==> config.mk <==
export PLATFORM = sky130hd
export DESIGN_NAME = rla_front_flat
export DESIGN_NICKNAME = d
export VERILOG_FILES = /design/src/rtl/core/rule_layer_first_fit_assigner_core_assert.svh /design/src/rtl/core/rla_pkg.sv /design/src/rtl/core/rla_if.sv /design/src/rtl/core/rla_front.sv /design/src/flat_wrapper.sv
export SDC_FILE = /design/constraint.sdc
export NUM_CORES = 1
export LEC_CHECK = 0
export BUFFER_PORTS_ARGS = -buffer_cell sky130_fd_sc_hd__buf_2
export CELL_PAD_IN_SITES_DETAIL_PLACEMENT = 0
export CELL_PAD_IN_SITES_GLOBAL_PLACEMENT = 2
export CORE_MARGIN = 3
export CORE_UTILIZATION = 42
export DETAILED_ROUTE_END_ITERATION = 16
export GPL_ROUTABILITY_DRIVEN = 0
export PLACE_DENSITY_LB_ADDON = 0.3
export RECOVER_POWER = 50
export REMOVE_ABC_BUFFERS = 1
export SYNTH_ARGS = -nofsm -noshare
export SYNTH_HDL_FRONTEND = slang
export SYNTH_SLANG_ARGS = --single-unit
==> constraint.sdc <==
create_clock -name clk -period 17.8 [get_ports clk]
set_input_delay 4.45 -clock clk [delete_from_list [all_inputs] [get_ports clk]]
set_output_delay 4.45 -clock clk [all_outputs]
set_load 0.03 [all_outputs]
==> src/rtl/core/rule_layer_first_fit_assigner_core_assert.svh <==
// Assertion macros for the rule layer first-fit assigner core.
// Used by the top level; no other dependencies.
`ifndef RULE_LAYER_FIRST_FIT_ASSIGNER_CORE_ASSERT_SVH
`define RULE_LAYER_FIRST_FIT_ASSIGNER_CORE_ASSERT_SVH
`ifndef SYNTH
`define RLA_ASSERT_IMPL(label, clk, rst_n, a, c) \
	label: assert property (@(posedge clk) disable iff (!rst_n) (a) |-> (c)) \
		else $error("assertion failed");
`define RLA_ASSERT_NEXT(label, clk, rst_n, a, c) \
	label: assert property (@(posedge clk) disable iff (!rst_n) (a) |=> (c)) \
		else $error("assertion failed");
`else
`define RLA_ASSERT_IMPL(label, clk, rst_n, a, c)
`define RLA_ASSERT_NEXT(label, clk, rst_n, a, c)
`endif
`endif

==> src/rtl/core/rla_pkg.sv <==
// Package for the rule layer first-fit assigner: types and range conversion.
// No dependencies.
`timescale 1ns / 1ps
package rla_pkg;
	localparam int AddrW = 32;
	localparam int LenW  = 6;

	typedef struct packed {
		logic [AddrW-1:0] slo;
		logic [AddrW-1:0] shi;
		logic [AddrW-1:0] dlo;
		logic [AddrW-1:0] dhi;
	} rule_rng_t;

	typedef struct packed {
		logic [5:0] layer;
		logic       opened_layer;
		logic [9:0] rule_slot;
		logic       store_full;
	} result_t;

	function automatic logic [63:0] to_range(input logic [31:0] a, input logic [5:0] l);
		logic [31:0] b;
		logic [31:0] span;
		b = a;
		span = 32'hFFFF_FFFF;
		if (l == 6'd0) begin
			b = 32'd0;
		end else begin
			span = 32'hFFFF_FFFF >> l;
			if (l <= 6'd8) begin
				b = {a[31:24] & ~(8'hFF >> l[3:0]), 24'd0};
			end else if (l <= 6'd16) begin
				b = {a[31:16], 16'd0};
			end else if (l <= 6'd24) begin
				b = {a[31:8], 8'd0};
			end
		end
		return {b, b + span};
	endfunction

	function automatic logic overlaps(input logic [31:0] tl, input logic [31:0] th,
			input logic [31:0] ml, input logic [31:0] mh);
		return (tl < ml && th > ml) || (tl > ml && tl < mh) || (tl == ml);
	endfunction
endpackage

==> src/rtl/core/rla_if.sv <==
// Valid/ready channel interfaces for input and result words.
// Depends on rla_pkg.
`timescale 1ns / 1ps
interface rla_in_if import rla_pkg::*; ();
	logic        valid;
	logic        ready;
	logic [31:0] src_address;
	logic [5:0]  src_length;
	logic [31:0] dst_address;
	logic [5:0]  dst_length;
	modport source(output valid, src_address, src_length, dst_address, dst_length,
		input ready);
	modport sink(input valid, src_address, src_length, dst_address, dst_length,
		output ready);
endinterface


==> src/rtl/core/rla_front.sv <==
// Front end: accepts input words, filters short prefixes and converts ranges.
// Depends on rla_pkg and rla_if.
`timescale 1ns / 1ps
module rla_front import rla_pkg::*; (
	input  logic      clk,
	input  logic      arst_n,
	input  logic [5:0] min_length,
	rla_in_if.sink    in_ch,
	output logic      q_valid,
	input  logic      q_ready,
	output rule_rng_t q_data
);
	localparam int QDepth = 2;
	rule_rng_t  fifo_q [QDepth];
	logic       wp_q, rp_q;
	logic [1:0] cnt_q;
	logic       keep, push, pop;
	logic [63:0] sr, dr;

	assign keep = (in_ch.src_length > min_length || in_ch.dst_length > min_length)
		&& in_ch.src_length <= 6'd32 && in_ch.dst_length <= 6'd32;
	assign in_ch.ready = (cnt_q != 2'(QDepth));
	assign push = in_ch.valid && in_ch.ready && keep;
	assign pop = q_valid && q_ready;
	assign q_valid = (cnt_q != 2'd0);
	assign q_data = fifo_q[rp_q];
	assign sr = to_range(in_ch.src_address, in_ch.src_length);
	assign dr = to_range(in_ch.dst_address, in_ch.dst_length);

	always_ff @(posedge clk) begin
		if (push) begin
			fifo_q[wp_q] <= '{slo: sr[63:32], shi: sr[31:0], dlo: dr[63:32], dhi: dr[31:0]};
		end
	end

	always_ff @(posedge clk or negedge arst_n) begin
		if (!arst_n) begin
			wp_q <= 1'b0;
			rp_q <= 1'b0;
			cnt_q <= 2'd0;
		end else begin
			if (push) begin
				wp_q <= ~wp_q;
			end
			if (pop) begin
				rp_q <= ~rp_q;
			end
			cnt_q <= cnt_q + 2'(push) - 2'(pop);
		end
	end
endmodule

==> src/flat_wrapper.sv <==
// flat-port wrapper written by rule: the top's interface ports become plain ports
module rla_front_flat import rla_pkg::*;
  (clk, arst_n, min_length, q_valid, q_ready, q_data, in_ch_valid, in_ch_src_address, in_ch_src_length, in_ch_dst_address, in_ch_dst_length, in_ch_ready);
  rla_in_if in_ch_i ();
  input  logic clk;
  input  logic arst_n;
  input  logic [5:0] min_length;
  output logic q_valid;
  input  logic q_ready;
  output rule_rng_t q_data;
  input wire logic [$bits(in_ch_i.valid)-1:0] in_ch_valid;
  input wire logic [$bits(in_ch_i.src_address)-1:0] in_ch_src_address;
  input wire logic [$bits(in_ch_i.src_length)-1:0] in_ch_src_length;
  input wire logic [$bits(in_ch_i.dst_address)-1:0] in_ch_dst_address;
  input wire logic [$bits(in_ch_i.dst_length)-1:0] in_ch_dst_length;
  output wire logic [$bits(in_ch_i.ready)-1:0] in_ch_ready;
  assign in_ch_i.valid = in_ch_valid;
  assign in_ch_i.src_address = in_ch_src_address;
  assign in_ch_i.src_length = in_ch_src_length;
  assign in_ch_i.dst_address = in_ch_dst_address;
  assign in_ch_i.dst_length = in_ch_dst_length;
  assign in_ch_ready = in_ch_i.ready;
  rla_front u_core (.clk(clk), .arst_n(arst_n), .min_length(min_length), .in_ch(in_ch_i), .q_valid(q_valid), .q_ready(q_ready), .q_data(q_data));
endmodule
==> Yosys cells after proc, flatten, opt, wreduce, memory -nomap -nowiden <==
Memory sizes are Yosys's and may differ from the RTL's.
Index checks and enable logic that the tools add are counted.
{ "word_totals": {"reg_bits": 4, "inputBits": 86, "mem_bits_ro": 0, "output_inout_bits": 130, "n_memories": 1, "latchBits": 0, "ramBits": 256} }
{ "mem_list": {"columns": ["name", "words", "width", "rd", "rd_clocked_by_memory_dff", "write_ports", "line_no", "text"], "rows": [
  ["u_core.fifo_q", 2, 128, 1, 0, 1, "rla_front.sv:14", "rule_rng_t fifo_q [QDepth];"]
]} }
{ "classes": {"n_mux": 12, "n_lt_le_gt_ge": 10, "bitwise": 6, "addsub": 4, "reduce_logical": 9, "mul": 0, "shift": 4, "n_eq_ne": 1, "div_mod_pow": 0} }
{ "op_table": {"columns": ["op", "n"], "rows": [
  ["two-way mux 32 bit", 6],
  ["adder 32 bit", 2],
  ["right shift 32 x 6 -> 32 bit (first input constant)", 2],
  ["two-way mux 16 bit", 2],
  ["less-or-equal comparator 6 x 5 -> 1 bit (second input constant)", 4],
  ["AND 8 bit", 2],
  ["two-way mux 8 bit", 2],
  ["NOT 8 bit", 2],
  ["right shift 8 x 4 -> 8 bit (first input constant)", 2],
  ["> comparator 6 bit", 2],
  ["less-or-equal comparator 6 x 4 -> 1 bit (second input constant)", 2],
  ["less-or-equal comparator 6 bit (second input constant)", 2],
  ["logical NOT 6 bit", 2],
  ["logical AND 1 bit", 5],
  ["adder 2 x 1 -> 2 bit", 1],
  ["two-way mux 1 bit", 2],
  ["inequality test 2 bit (second input constant)", 1],
  ["NOT 1 bit", 2],
  ["nonzero test 2 bit", 1],
  ["subtractor 2 x 1 -> 2 bit", 1],
  ["logical OR 1 bit", 1]
]} }

==> Logic depth before layout (Yosys ltp) <==
Gate-level depths: netlist of the first run.
{ "depth": {"word_depth": 7, "depth_mapped": 15} }

==> Worst setup path before layout of the first run <==
OpenSTA, ideal clock, no wires.
{ "synth_timing": {"kind": "input port to flip-flop", "start": "input in_ch_dst_length[2]", "end": "memory u_core.fifo_q[0][0] in the netlist's numbering, enable pin", "arrival_ns": 13.917, "n_path_buf": 0, "path_slack_ns": 3.111, "stages": 4, "t_required_ns": 17.028, "setup_ns": 0.772, "cell_sequence": "or3_1 nor3_1 o2111ai_1 nor3_1"} }
{ "synth_between": {"elab_chain_len": 7, "elab_cells_between_ends": 8, "cone_classes": "order compare: 2; mux: 2; reduce/logical: 4"} }
{ "synth_lines": {"columns": ["item", "line_no", "text"], "rows": [
  ["start: declaration", "flat_wrapper.sv:15", "input wire logic [$bits(in_ch_i.dst_length)-1:0] in_ch_dst_length;"],
  ["> comparator 6 bit", "rla_front.sv:20", "assign keep = (in_ch.src_length > min_length || in_ch.dst_length > min_length)"],
  ["logical OR 1 bit", "rla_front.sv:20", null],
  ["logical AND 1 bit", "rla_front.sv:21", "&& in_ch.src_length <= 6'd32 && in_ch.dst_length <= 6'd32;"],
  ["logical AND 1 bit (*)", "rla_front.sv:21", null],
  ["logical AND 1 bit (*)", "rla_front.sv:23", "assign push = in_ch.valid && in_ch.ready && keep;"],
  ["two-way mux 1 bit (*)", "rla_front.sv:31", "if (push) begin"],
  ["two-way mux 1 bit (not written as such) (*)", "rla_front.sv:32", "fifo_q[wp_q] <= '{slo: sr[63:32], shi: sr[31:0], dlo: dr[63:32], dhi: dr[31:0]};"],
  ["end: declaration", "rla_front.sv:14", null]
]} }
Mark *: on every way between the ends. The rest lies on a longest branch, timed or not.

==> Worst setup path in the final report of the first run <==
{ "layout_timing": {"start": "input in_ch_src_length[3]", "end": "memory u_core.fifo_q[1][121] in the netlist's numbering, enable pin"} }
{ "layout_between": {"elab_chain_len": 7, "elab_cells_between_ends": 8, "cone_classes": "order compare: 2; mux: 2; reduce/logical: 4"} }
{ "layout_lines": {"columns": ["item", "line_no", "text"], "rows": [
  ["start: declaration", "flat_wrapper.sv:13", "input wire logic [$bits(in_ch_i.src_length)-1:0] in_ch_src_length;"],
  ["> comparator 6 bit", "rla_front.sv:20", null],
  ["logical OR 1 bit", "rla_front.sv:20", null],
  ["logical AND 1 bit (*) (2 in a row)", "rla_front.sv:21", null],
  ["logical AND 1 bit (*)", "rla_front.sv:23", null],
  ["named net u_core.push", "rla_front.sv:17", "logic keep, push, pop;"],
  ["two-way mux 1 bit (*)", "rla_front.sv:31", null],
  ["two-way mux 1 bit (not written as such) (*)", "rla_front.sv:32", null]
]} }
Mark *: on every way through the listed nets, which the timed path passes. The rest lies on a longest branch.

==> results of run 1 <==
## through the flow
stage          util (%)  hold WS (ns)  cell area [um2]  setup slack, ns  instances
2_1_floorplan         -         0.456            13800             3.11       1067
3_3_place_gp       47.4         0.474            15500             9.35       1728
3_5_place_dp       47.4         0.485            15500             9.19       1728
4_1_cts            50.6         0.492            16500             9.78       1780
5_1_grt            50.4         0.517            16400             7.52       1782
6_report           50.4         0.486            16400             8.13       1782
## final cells by class
cell class                      count  area (um2)
Antenna cell                        2        5.00
Multi-Input combinational cell    766        5860
Timing Repair Buffer              219        1030
Tap cell                          442         553
Clock inverter                     20         292
Clock buffer                       32         737
Fill cell                        2974       16200
Inverter                           41         154
Sequential cell                   260        7790
## kinds of logic after synthesis
kind of cell / share of synthesized area, %
AO/OA/AOI/OAI: 11.6
XOR/XNOR: 3.82
adder cells (fa/ha/maj): 7.09
buffers and inverters: 2.28
flip-flops: 55.7
multiplexers: 10.3
AND/OR/NAND/NOR: 9.11
## power by group through the flow
stage          logic (mW)  clock network (mW)  registers [mW]
2_1_floorplan       0.488                   0           0.794
3_3_place_gp        0.675                   0           0.775
3_5_place_dp        0.674                   0           0.777
4_1_cts             0.677               0.654           0.764
5_1_grt             0.709               0.679           0.770
6_report            0.659               0.638           0.765
## metal layers
layer  up-vias  GRT usage (%)  part of all wire [%]
li1       4597              -                     -
met5         -              0                 0.020
met1      4528           23.6                    43
met3        42           2.77                   4.5
met4         2           4.70                   2.2
met2       212           33.6                    51
## worst max-delay path, stage by stage
cell	delay [ns]
sky130_fd_sc_hd__clkbuf_1	0.51
sky130_fd_sc_hd__ha_1	0.25
sky130_fd_sc_hd__nand3_1	0.11
sky130_fd_sc_hd__nor3_1	0.19
sky130_fd_sc_hd__nor3_1	0.07
sky130_fd_sc_hd__a21oi_1	0.18
sky130_fd_sc_hd__a21oi_1	0.11
sky130_fd_sc_hd__nor2_1	0.21
sky130_fd_sc_hd__and2_0	2.56
sky130_fd_sc_hd__buf_4	1.11
## how the worst max path moves through the flow
stage                                      end  slack (ns)           startpoint  depth (start not counted)
2_1_floorplan    u_core.fifo_q[0][0]$_DFFE_PP_        3.11  in_ch_dst_length[2]                          4
3_3_place_gp    u_core.fifo_q[0][30]$_DFFE_PP_        9.35  in_ch_dst_length[2]                         14
3_5_place_dp    u_core.fifo_q[1][30]$_DFFE_PP_        9.19  in_ch_dst_length[2]                         14
4_1_cts         u_core.fifo_q[0][30]$_DFFE_PP_        9.78  in_ch_dst_length[2]                         14
5_1_grt        u_core.fifo_q[1][121]$_DFFE_PP_        7.52  in_ch_src_length[3]                         10
6_report       u_core.fifo_q[1][121]$_DFFE_PP_        8.13  in_ch_src_length[3]                         10
## registers in the layout, indices dropped and copies added (netlist names)
signal,cells
u_core.rp_q,1
u_core.fifo_q,256
u_core.cnt_q,2
u_core.wp_q,1
## layout by cell type (no fill, tap or decap), types with 21 or more instances in the layout
master and instances:
sky130_fd_sc_hd__edfxtp_1 256, sky130_fd_sc_hd__buf_2 162, sky130_fd_sc_hd__clkbuf_1 58, sky130_fd_sc_hd__ha_1 76
sky130_fd_sc_hd__mux2_2 123, sky130_fd_sc_hd__and2_0 29, sky130_fd_sc_hd__a21o_1 21, sky130_fd_sc_hd__xor2_1 24
sky130_fd_sc_hd__nand2_1 59, sky130_fd_sc_hd__clkbuf_16 29, sky130_fd_sc_hd__inv_1 41, sky130_fd_sc_hd__xnor2_1 37
sky130_fd_sc_hd__a21oi_1 75, sky130_fd_sc_hd__nor2b_1 40, sky130_fd_sc_hd__o21ai_0 32, sky130_fd_sc_hd__nor2_1 60
==> summary.txt, run 1 <==
GRT
  • Number of global-route vias before repair: 9613
  • Wire length of the first global-routing pass: 52.4 mm
  • Total gr overflow: 0
  • Pin count of the biggest net entering global routing: 79
  • All-Layer GR Usage: 18.7%
  • Number of antenna violations at the first check in global routing: 3

Setup path
  • R2R Setup Slk: 12.76 ns
  • CP required: 17.96 ns
  • Type of element capturing the critical path: flip-flop
  • Startpoint Class: input port
  • Maximum net fanout on the critical path: 76
  • Worst R2R Start: u_core.cnt_q[1]$_DFF_PN0_
  • Worst reg2reg endpoint: u_core.fifo_q[1][121]$_DFFE_PP_
  • Kind of critical path: in2reg
  • Critical path arrival: 9.83 ns
  • FF-to-FF path depth: 5

Logic synthesis
  • Synthesized cell area: 14000 um2
  • Yosys top cell area share: 55.0%
  • Most repeated cell in the gate-level netlist after synthesis: sky130_fd_sc_hd__edfxtp_1
  • Count of mapped cells out of synthesis: 1110
  • Main synth FF type: sky130_fd_sc_hd__edfxtp_1
  • Synth top area cells: sky130_fd_sc_hd__edfxtp_1, sky130_fd_sc_hd__mux2_2, sky130_fd_sc_hd__ha_1
  • Post-synth top area cell: sky130_fd_sc_hd__edfxtp_1
  • Number of enable-type register cells in the synthesized netlist: 256
  • Sequential share of the synthesized area: 55.7%
  • Share of flip-flops with an asynchronous set or reset: 1.54%
  • Count of cell types in the netlist: 65
  • Top post-synthesis cells by count: sky130_fd_sc_hd__edfxtp_1, sky130_fd_sc_hd__mux2_2, sky130_fd_sc_hd__ha_1
  • Syn. warnings: 0
  • Avg Cell Area, Syn: 12.6 um2
  • Seq cells post-synth: 260

Routing
  • Number of vias per cell after detailed routing: 5.26
  • DR vias: 9381
  • Number of optimization iterations in the first detailed-route pass: 4
  • Detailed-route wire length: 34.2 mm
  • Count of nets left with antenna violations after detail routing: 0
  • Average wire per cell in the routed design: 19.2 um
  • DRC viols: 0
  • Detailed router's first-iteration violation count: 589

Run
  • Max-capacitance violation count: 4

Power and ir drop
  • Leakage: 6.22 nW
  • Net switching power: 692 uW
  • Total power density per cell area: 126 nW/um2
  • Relative contribution of sequential cells to total power: 37.1%
  • Max VDD drop: 0.127 mV
  • Internal power consumption: 1.37 mW
  • Power share of the combinational group: 32.0%
  • Fraction of power spent switching nets: 33.6%
  • Power consumption: 2.06 mW
  • Clock network fraction of design power: 31.0%

Floorplan
  • Core Region: 32600 um2
  • Overall die width: 188 um
  • Die extent in y: 188 um
  • Top-Level Pins: 216
  • Starting density of the core: 42.8%
  • Rows: 66
  • Total die area: 35500 um2

Hold path
  • Hold/Removal Path Class: reg2reg
  • Hold Startpoint: u_core.cnt_q[1]$_DFF_PN0_
  • End of the worst hold path: u_core.cnt_q[1]$_DFF_PN0_
  • Hold Crit Depth: 1

Status
  • Run status: finished with violations
  • Failing checks: capacitance limit, slew limit

Clocking
  • TritonCTS clock tree: built
  • Total number of H-tree levels: 1
  • Post-CTS setup-driven buffer insertion count: 0
  • Clock Sink Count: 260
  • Clock Latency Late Sink: 0.55 ns
  • CTS Hold Buffers Added: 0
  • Clk Tree Root Cell: sky130_fd_sc_hd__clkbuf_16
  • Clock slew at the register clock pins of the worst setup and hold paths: 0.06 ns
  • Maximum buffer depth of the clock tree: 3
  • Post_cts resized: 0
  • Num CTS Buffers: 29

Timing
  • Worst Skew: 0.0103 ns
  • Part of the cycle the worst path needs: 54.3%
  • Slew @ Worst Pin: 4.57 ns
  • Final hold violation count: 0
  • Peak Freq: 103 MHz
  • Final Slew Violations: 237
  • Headroom to the max-slew limit: -205%
  • Setup violations, final: 0
  • Sum of negative setup slack: 0 ns
  • Min Clock Period, post-route: 9.67 ns
  • RSZ-0062 raised after global routing: no

Placed design
  • Port buffer count: 215
  • Detail Placement HPWL: 25.0 mm

Finish
  • Final-stage net count: 1481
  • Synth-to-layout area growth: 17.6%
  • Fraction of layout cells with a size suffix above 1: 26.4%
(Power assumes the default switching activity.)
==> run 2: changes to the inputs <==
- CORE_UTILIZATION: 42 -> 35
- clock period: 17.8 -> 8.8 ns (I/O delays scaled with it)
==> summary.txt, run 2 (synthesis results as in run 1) <==
Floorplan
  • Overall die width: 206 um
  • Core Region: 39000 um2
  • Total die area: 42300 um2
  • Starting density of the core: 35.8%
  • Die extent in y: 206 um
  • Rows: 72
  • Top-Level Pins: 216

Timing
  • Setup violations, final: 0
  • Worst Skew: 0.0155 ns
  • Final hold slack: 0.520 ns
  • Final hold violation count: 0
  • Peak Freq: 154 MHz
  • Min Clock Period, post-route: 6.48 ns
  • Part of the cycle the worst path needs: 73.7%
  • Headroom to the max-slew limit: -67.0%
  • Slew @ Worst Pin: 2.50 ns
  • Final Slew Violations: 169
  • RSZ-0062 raised after global routing: no

Run
  • Max-capacitance violation count: 4

GRT
  • Total gr overflow: 0
  • Number of global-route vias before repair: 9638
  • Wire length of the first global-routing pass: 55.3 mm
  • Pin count of the biggest net entering global routing: 61
  • Number of antenna violations at the first check in global routing: 0
  • All-Layer GR Usage: 16.8%

Placed design
  • Port buffer count: 215
  • Cells after DPL: 1807
  • Detail Placement HPWL: 27.0 mm

Clocking
  • Clock Latency Late Sink: 0.55 ns
  • Clock slew at the register clock pins of the worst setup and hold paths: 0.06 ns
  • Clk Tree Root Cell: sky130_fd_sc_hd__clkbuf_16
  • CTS Hold Buffers Added: 0
  • Clock Sink Count: 260
  • Total number of H-tree levels: 1
  • TritonCTS clock tree: built
  • Num CTS Buffers: 28
  • Maximum buffer depth of the clock tree: 3
  • Post_cts resized: 0
  • Post-CTS setup-driven buffer insertion count: 0

Finish
  • Leading registers by flop count: u_core.fifo_q: 256 flops, u_core.cnt_q: 2 flops
  • Synth-to-layout area growth: 17.9%
  • Final-stage net count: 1483
  • Leading cell type in the layout, fill and taps excluded: sky130_fd_sc_hd__edfxtp_1
  • Number of flip-flops in the largest register: 256
  • Register containing the most flip-flops in the final layout: u_core.fifo_q
  • Leading cell types in the layout, fill and taps excluded: sky130_fd_sc_hd__edfxtp_1, sky130_fd_sc_hd__buf_2, sky130_fd_sc_hd__mux2_2
  • Fraction of layout cells with a size suffix above 1: 27.6%
  • Layout Cells excl Fill: 1860

Hold path
  • End of the worst hold path: u_core.cnt_q[1]$_DFF_PN0_
  • Hold/Removal Path Class: reg2reg
  • Hold Startpoint: u_core.cnt_q[1]$_DFF_PN0_
  • Hold Crit Depth: 1

Routing
  • Detailed-route wire length: 36.3 mm
  • Count of nets left with antenna violations after detail routing: 0
  • Detailed router's first-iteration violation count: 531
  • Number of optimization iterations in the first detailed-route pass: 5
  • Number of vias per cell after detailed routing: 5.07
  • DR vias: 9431
  • Average wire per cell in the routed design: 19.5 um
  • DRC viols: 0

Power and ir drop
  • Leakage: 6.23 nW
  • Total power density per cell area: 248 nW/um2
  • Max VDD drop: 0.149 mV

Status
  • Run status: finished with violations
  • Failing checks: capacitance limit, slew limit

Setup path
  • Kind of critical path: in2reg
  • Type of element capturing the critical path: flip-flop
  • R2R Setup Slk: 4.73 ns
  • Worst R2R Start: u_core.cnt_q[1]$_DFF_PN0_
  • Worst reg2reg endpoint: u_core.fifo_q[0][77]$_DFFE_PP_
  • CP required: 8.94 ns
  • Startpoint Class: input port
  • FF-to-FF path depth: 5
  • Maximum net fanout on the critical path: 60
  • Critical path arrival: 6.62 ns
run 2: cell count changes in the layout (fill, tap and decap cells not counted), sizes merged:
| cell | change |
|---|---|
| bufinv | -3 |
| diode | -1 |
| clkbuf | -12 |
| clkinvlp | +1 |
| clkinv | +3 |
| inv | -2 |
| buf | +16 |
run 2: layer usage:
| layer | share of wire, % | vias up | wire [um] | track usage, % |
|---|---|---|---|---|
| met1 | 45 | 4596 | 16200 | 22.4 |
| li1 | - | 4599 | - | - |
| met3 | 4.1 | 38 | 1480 | 2.20 |
| met5 | 0 | - | 0 | 0 |
| met4 | 1.7 | 0 | 628 | 4.22 |
| met2 | 50 | 198 | 18000 | 29.0 |
run 2: how the worst max path moves through the flow:
stage,slack (ns),depth (start not counted),to,from
detailed placement,2.32,14,u_core.fifo_q[0][30]$_DFFE_PP_,in_ch_dst_length[2]
global route,1.95,10,u_core.fifo_q[0][112]$_DFFE_PP_,in_ch_src_length[2]
finish,2.32,10,u_core.fifo_q[0][77]$_DFFE_PP_,in_ch_src_length[2]
floorplan,-3.64,4,u_core.fifo_q[0][0]$_DFFE_PP_,in_ch_dst_length[2]
global placement,2.46,14,u_core.fifo_q[0][30]$_DFFE_PP_,in_ch_dst_length[2]
CTS,2.92,14,u_core.fifo_q[0][30]$_DFFE_PP_,in_ch_dst_length[2]
run 2: area by class of cell:
| type | instances | area, um2 |
|---|---|---|
| fillers | 3722 | 22500 |
| flip-flops and latches | 260 | 7790 |
| multi-input cells | 766 | 5870 |
| repair buffers | 222 | 1070 |
| clock buffers | 33 | 741 |
| well taps | 518 | 648 |
| clock inverters | 19 | 195 |
| inverters | 41 | 154 |
| diodes | 1 | 2.50 |
run 2: through the flow:
stage / total power [mW] / util [%] / area [um2] / setup TNS (ns) / setup slack [ns]
floorplan: 2.59 / - / 13800 / -465.76 / -3.64
global placement: 2.96 / 40.0 / 15600 / 0 / 2.46
detailed placement: 2.96 / 40.0 / 15600 / 0 / 2.32
CTS: 4.16 / 42.4 / 16500 / 0 / 2.92
global route: 4.29 / 42.2 / 16500 / 0 / 1.95
finish: 4.09 / 42.2 / 16500 / 0 / 2.32
run 2: critical path, stage by stage:
cell	delay, ns
sky130_fd_sc_hd__clkbuf_1	0.66
sky130_fd_sc_hd__ha_1	0.28
sky130_fd_sc_hd__a21oi_1	0.07
sky130_fd_sc_hd__o22ai_1	0.16
sky130_fd_sc_hd__nor3_1	0.06
sky130_fd_sc_hd__a21oi_1	0.17
sky130_fd_sc_hd__a21oi_1	0.09
sky130_fd_sc_hd__nor3_1	0.21
sky130_fd_sc_hd__clkbuf_1	1.20
sky130_fd_sc_hd__clkbuf_2	1.41
run 2: power breakdown:
group	internal, mW	total, mW	switching (mW)
clock network	0.716	1.19	0.472
registers	1.48	1.53	0.0523
logic	0.485	1.37	0.884
==> run 3: changes to the inputs <==
- clock period: 8.8 -> 5.2 ns (I/O delays scaled with it)
==> summary.txt, run 3 (synthesis results as in run 1) <==
Status
  • Run status: finished with violations
  • Failing checks: capacitance limit, slew limit

Routing
  • DR vias: 9541
  • Detailed-route wire length: 36.5 mm
  • Detailed router's first-iteration violation count: 587
  • Number of optimization iterations in the first detailed-route pass: 7
  • Average wire per cell in the routed design: 19.6 um
  • Number of vias per cell after detailed routing: 5.11
  • DRC viols: 0
  • Count of nets left with antenna violations after detail routing: 0

GRT
  • All-Layer GR Usage: 16.7%
  • Number of antenna violations at the first check in global routing: 4
  • Pin count of the biggest net entering global routing: 129
  • Number of global-route vias before repair: 9717
  • Total gr overflow: 0
  • Wire length of the first global-routing pass: 55.0 mm

Finish
  • Synth-to-layout area growth: 18.2%
  • Number of flip-flops in the largest register: 256
  • Leading cell type in the layout, fill and taps excluded: sky130_fd_sc_hd__edfxtp_1
  • Utilization after layout: 42.3%
  • Post-layout instance area: 16500 um2
  • Layout Cells excl Fill: 1866
  • Leading cell types in the layout, fill and taps excluded: sky130_fd_sc_hd__edfxtp_1, sky130_fd_sc_hd__buf_2, sky130_fd_sc_hd__mux2_2
  • Final-stage net count: 1491
  • Fraction of layout cells with a size suffix above 1: 30.5%
  • Leading registers by flop count: u_core.fifo_q: 256 flops, u_core.cnt_q: 2 flops
  • Register containing the most flip-flops in the final layout: u_core.fifo_q

Clocking
  • CTS Hold Buffers Added: 0
  • Maximum buffer depth of the clock tree: 3
  • TritonCTS clock tree: built
  • Clock Sink Count: 260
  • Post-CTS setup-driven buffer insertion count: 0
  • Clock slew at the register clock pins of the worst setup and hold paths: 0.06 ns
  • Num CTS Buffers: 28
  • Post_cts resized: 0
  • Clk Tree Root Cell: sky130_fd_sc_hd__clkbuf_16
  • Total number of H-tree levels: 1
  • Clock Latency Late Sink: 0.55 ns

Timing
  • Min Clock Period, post-route: 4.59 ns
  • Peak Freq: 218 MHz
  • Slew @ Worst Pin: 1.92 ns
  • RSZ-0062 raised after global routing: no
  • Headroom to the max-slew limit: -28.1%
  • Final Slew Violations: 129
  • Final hold violation count: 0
  • Part of the cycle the worst path needs: 88.3%
  • Final hold slack: 0.513 ns
  • Setup violations, final: 0
  • Worst Skew: 0.0103 ns

Placed design
  • Port buffer count: 215
  • Detail Placement HPWL: 27.0 mm
  • Standard cell area after detailed placement: 15700 um2
  • Cells after DPL: 1815

Setup path
  • R2R Setup Slk: 2.43 ns
  • FF-to-FF path depth: 4
  • Worst R2R Start: u_core.cnt_q[1]$_DFF_PN0_
  • Worst reg2reg endpoint: u_core.fifo_q[0][57]$_DFFE_PP_
  • Maximum net fanout on the critical path: 11
  • Type of element capturing the critical path: flip-flop
  • Critical path arrival: 4.87 ns
  • Kind of critical path: in2reg
  • Startpoint Class: input port
  • CP required: 5.48 ns

Hold path
  • End of the worst hold path: u_core.wp_q$_DFFE_PN0P_
  • Hold Startpoint: u_core.wp_q$_DFFE_PN0P_
  • Hold/Removal Path Class: reg2reg
  • Hold Crit Depth: 1

Power and ir drop
  • Total power density per cell area: 413 nW/um2
  • Max VDD drop: 0.266 mV
  • Power consumption: 6.83 mW
  • Leakage: 6.33 nW

Floorplan
  • Die extent in y: 206 um
  • Rows: 72
  • Total die area: 42300 um2
  • Overall die width: 206 um
  • Starting density of the core: 35.8%
  • Top-Level Pins: 216
  • Core Region: 39000 um2

Run
  • Max-capacitance violation count: 1
## run 3: cell count changes in the layout (fill, tap and decap cells not counted), moves of 2 or more
cell	change
sky130_fd_sc_hd__buf_2	+33
sky130_fd_sc_hd__buf_4	+6
sky130_fd_sc_hd__bufinv_16	-2
sky130_fd_sc_hd__clkbuf_1	-28
sky130_fd_sc_hd__clkbuf_4	+2
sky130_fd_sc_hd__clkinv_1	-3
sky130_fd_sc_hd__clkinvlp_4	-2
sky130_fd_sc_hd__mux2_1	-2
sky130_fd_sc_hd__mux2_2	+2
sky130_fd_sc_hd__or2_0	-2
sky130_fd_sc_hd__or2_2	+2
## run 3: layer usage
metal / track usage (%) / routed length [um] / up-vias
li1: - / - / 4609
met1: 21.6 / 16000 / 4656
met2: 29.1 / 18000 / 218
met3: 3.01 / 1580 / 54
met4: 4.17 / 913 / 4
met5: 0 / 31 / -
## run 3: worst max-delay path, cell delays in order
cell and delay [ns]:
sky130_fd_sc_hd__clkbuf_1 0.23, sky130_fd_sc_hd__or3_1 0.40, sky130_fd_sc_hd__a31oi_1 0.18, sky130_fd_sc_hd__buf_4 0.20, sky130_fd_sc_hd__nand2b_1 0.18, sky130_fd_sc_hd__inv_1 0.09, sky130_fd_sc_hd__ha_1 0.30, sky130_fd_sc_hd__a211oi_1 0.07
sky130_fd_sc_hd__o21ai_0 0.42, sky130_fd_sc_hd__o221ai_1 0.26, sky130_fd_sc_hd__o31ai_1 0.69, sky130_fd_sc_hd__a31oi_1 0.25, sky130_fd_sc_hd__o21ai_1 0.21, sky130_fd_sc_hd__xnor2_1 0.09
## run 3: how the worst max path moves through the flow
stage	from	end	slack (ns)	cells past startpoint
after floorplan	in_ch_dst_length[2]	u_core.fifo_q[0][0]$_DFFE_PP_	-6.34	4
after global placement	in_ch_dst_length[2]	u_core.fifo_q[0][24]$_DFFE_PP_	0.38	13
after CTS	in_ch_src_length[2]	u_core.fifo_q[1][95]$_DFFE_PP_	0.88	14
final	in_ch_src_length[2]	u_core.fifo_q[1][95]$_DFFE_PP_	0.61	14
after global routing	in_ch_src_length[2]	u_core.fifo_q[1][95]$_DFFE_PP_	0.33	14
after detailed placement	in_ch_src_length[2]	u_core.fifo_q[1][95]$_DFFE_PP_	0.29	14
## run 3: area by class of cell
type	instances	area, um2
antenna	2	5.00
clock inverter	11	104
inverter	41	154
sequential	260	7790
multi-input combinational	766	5870
fill	3687	22500
clock buffer	38	759
timing repair buffer	230	1190
tap	518	648
## run 3: report_power, final
group / leakage [nW] / switching [mW] / internal (mW)
combinational: 3.54 / 1.44 / 0.854
clock: 0.421 / 0.771 / 1.11
sequential: 2.37 / 0.142 / 2.50
## run 3: stage by stage
step                setup TNS, ns  setup WS (ns)
global placement                0          0.382
detailed placement              0          0.291
floorplan                 -885.65          -6.34
finish                          0          0.606
CTS                             0          0.880
global route                    0          0.330
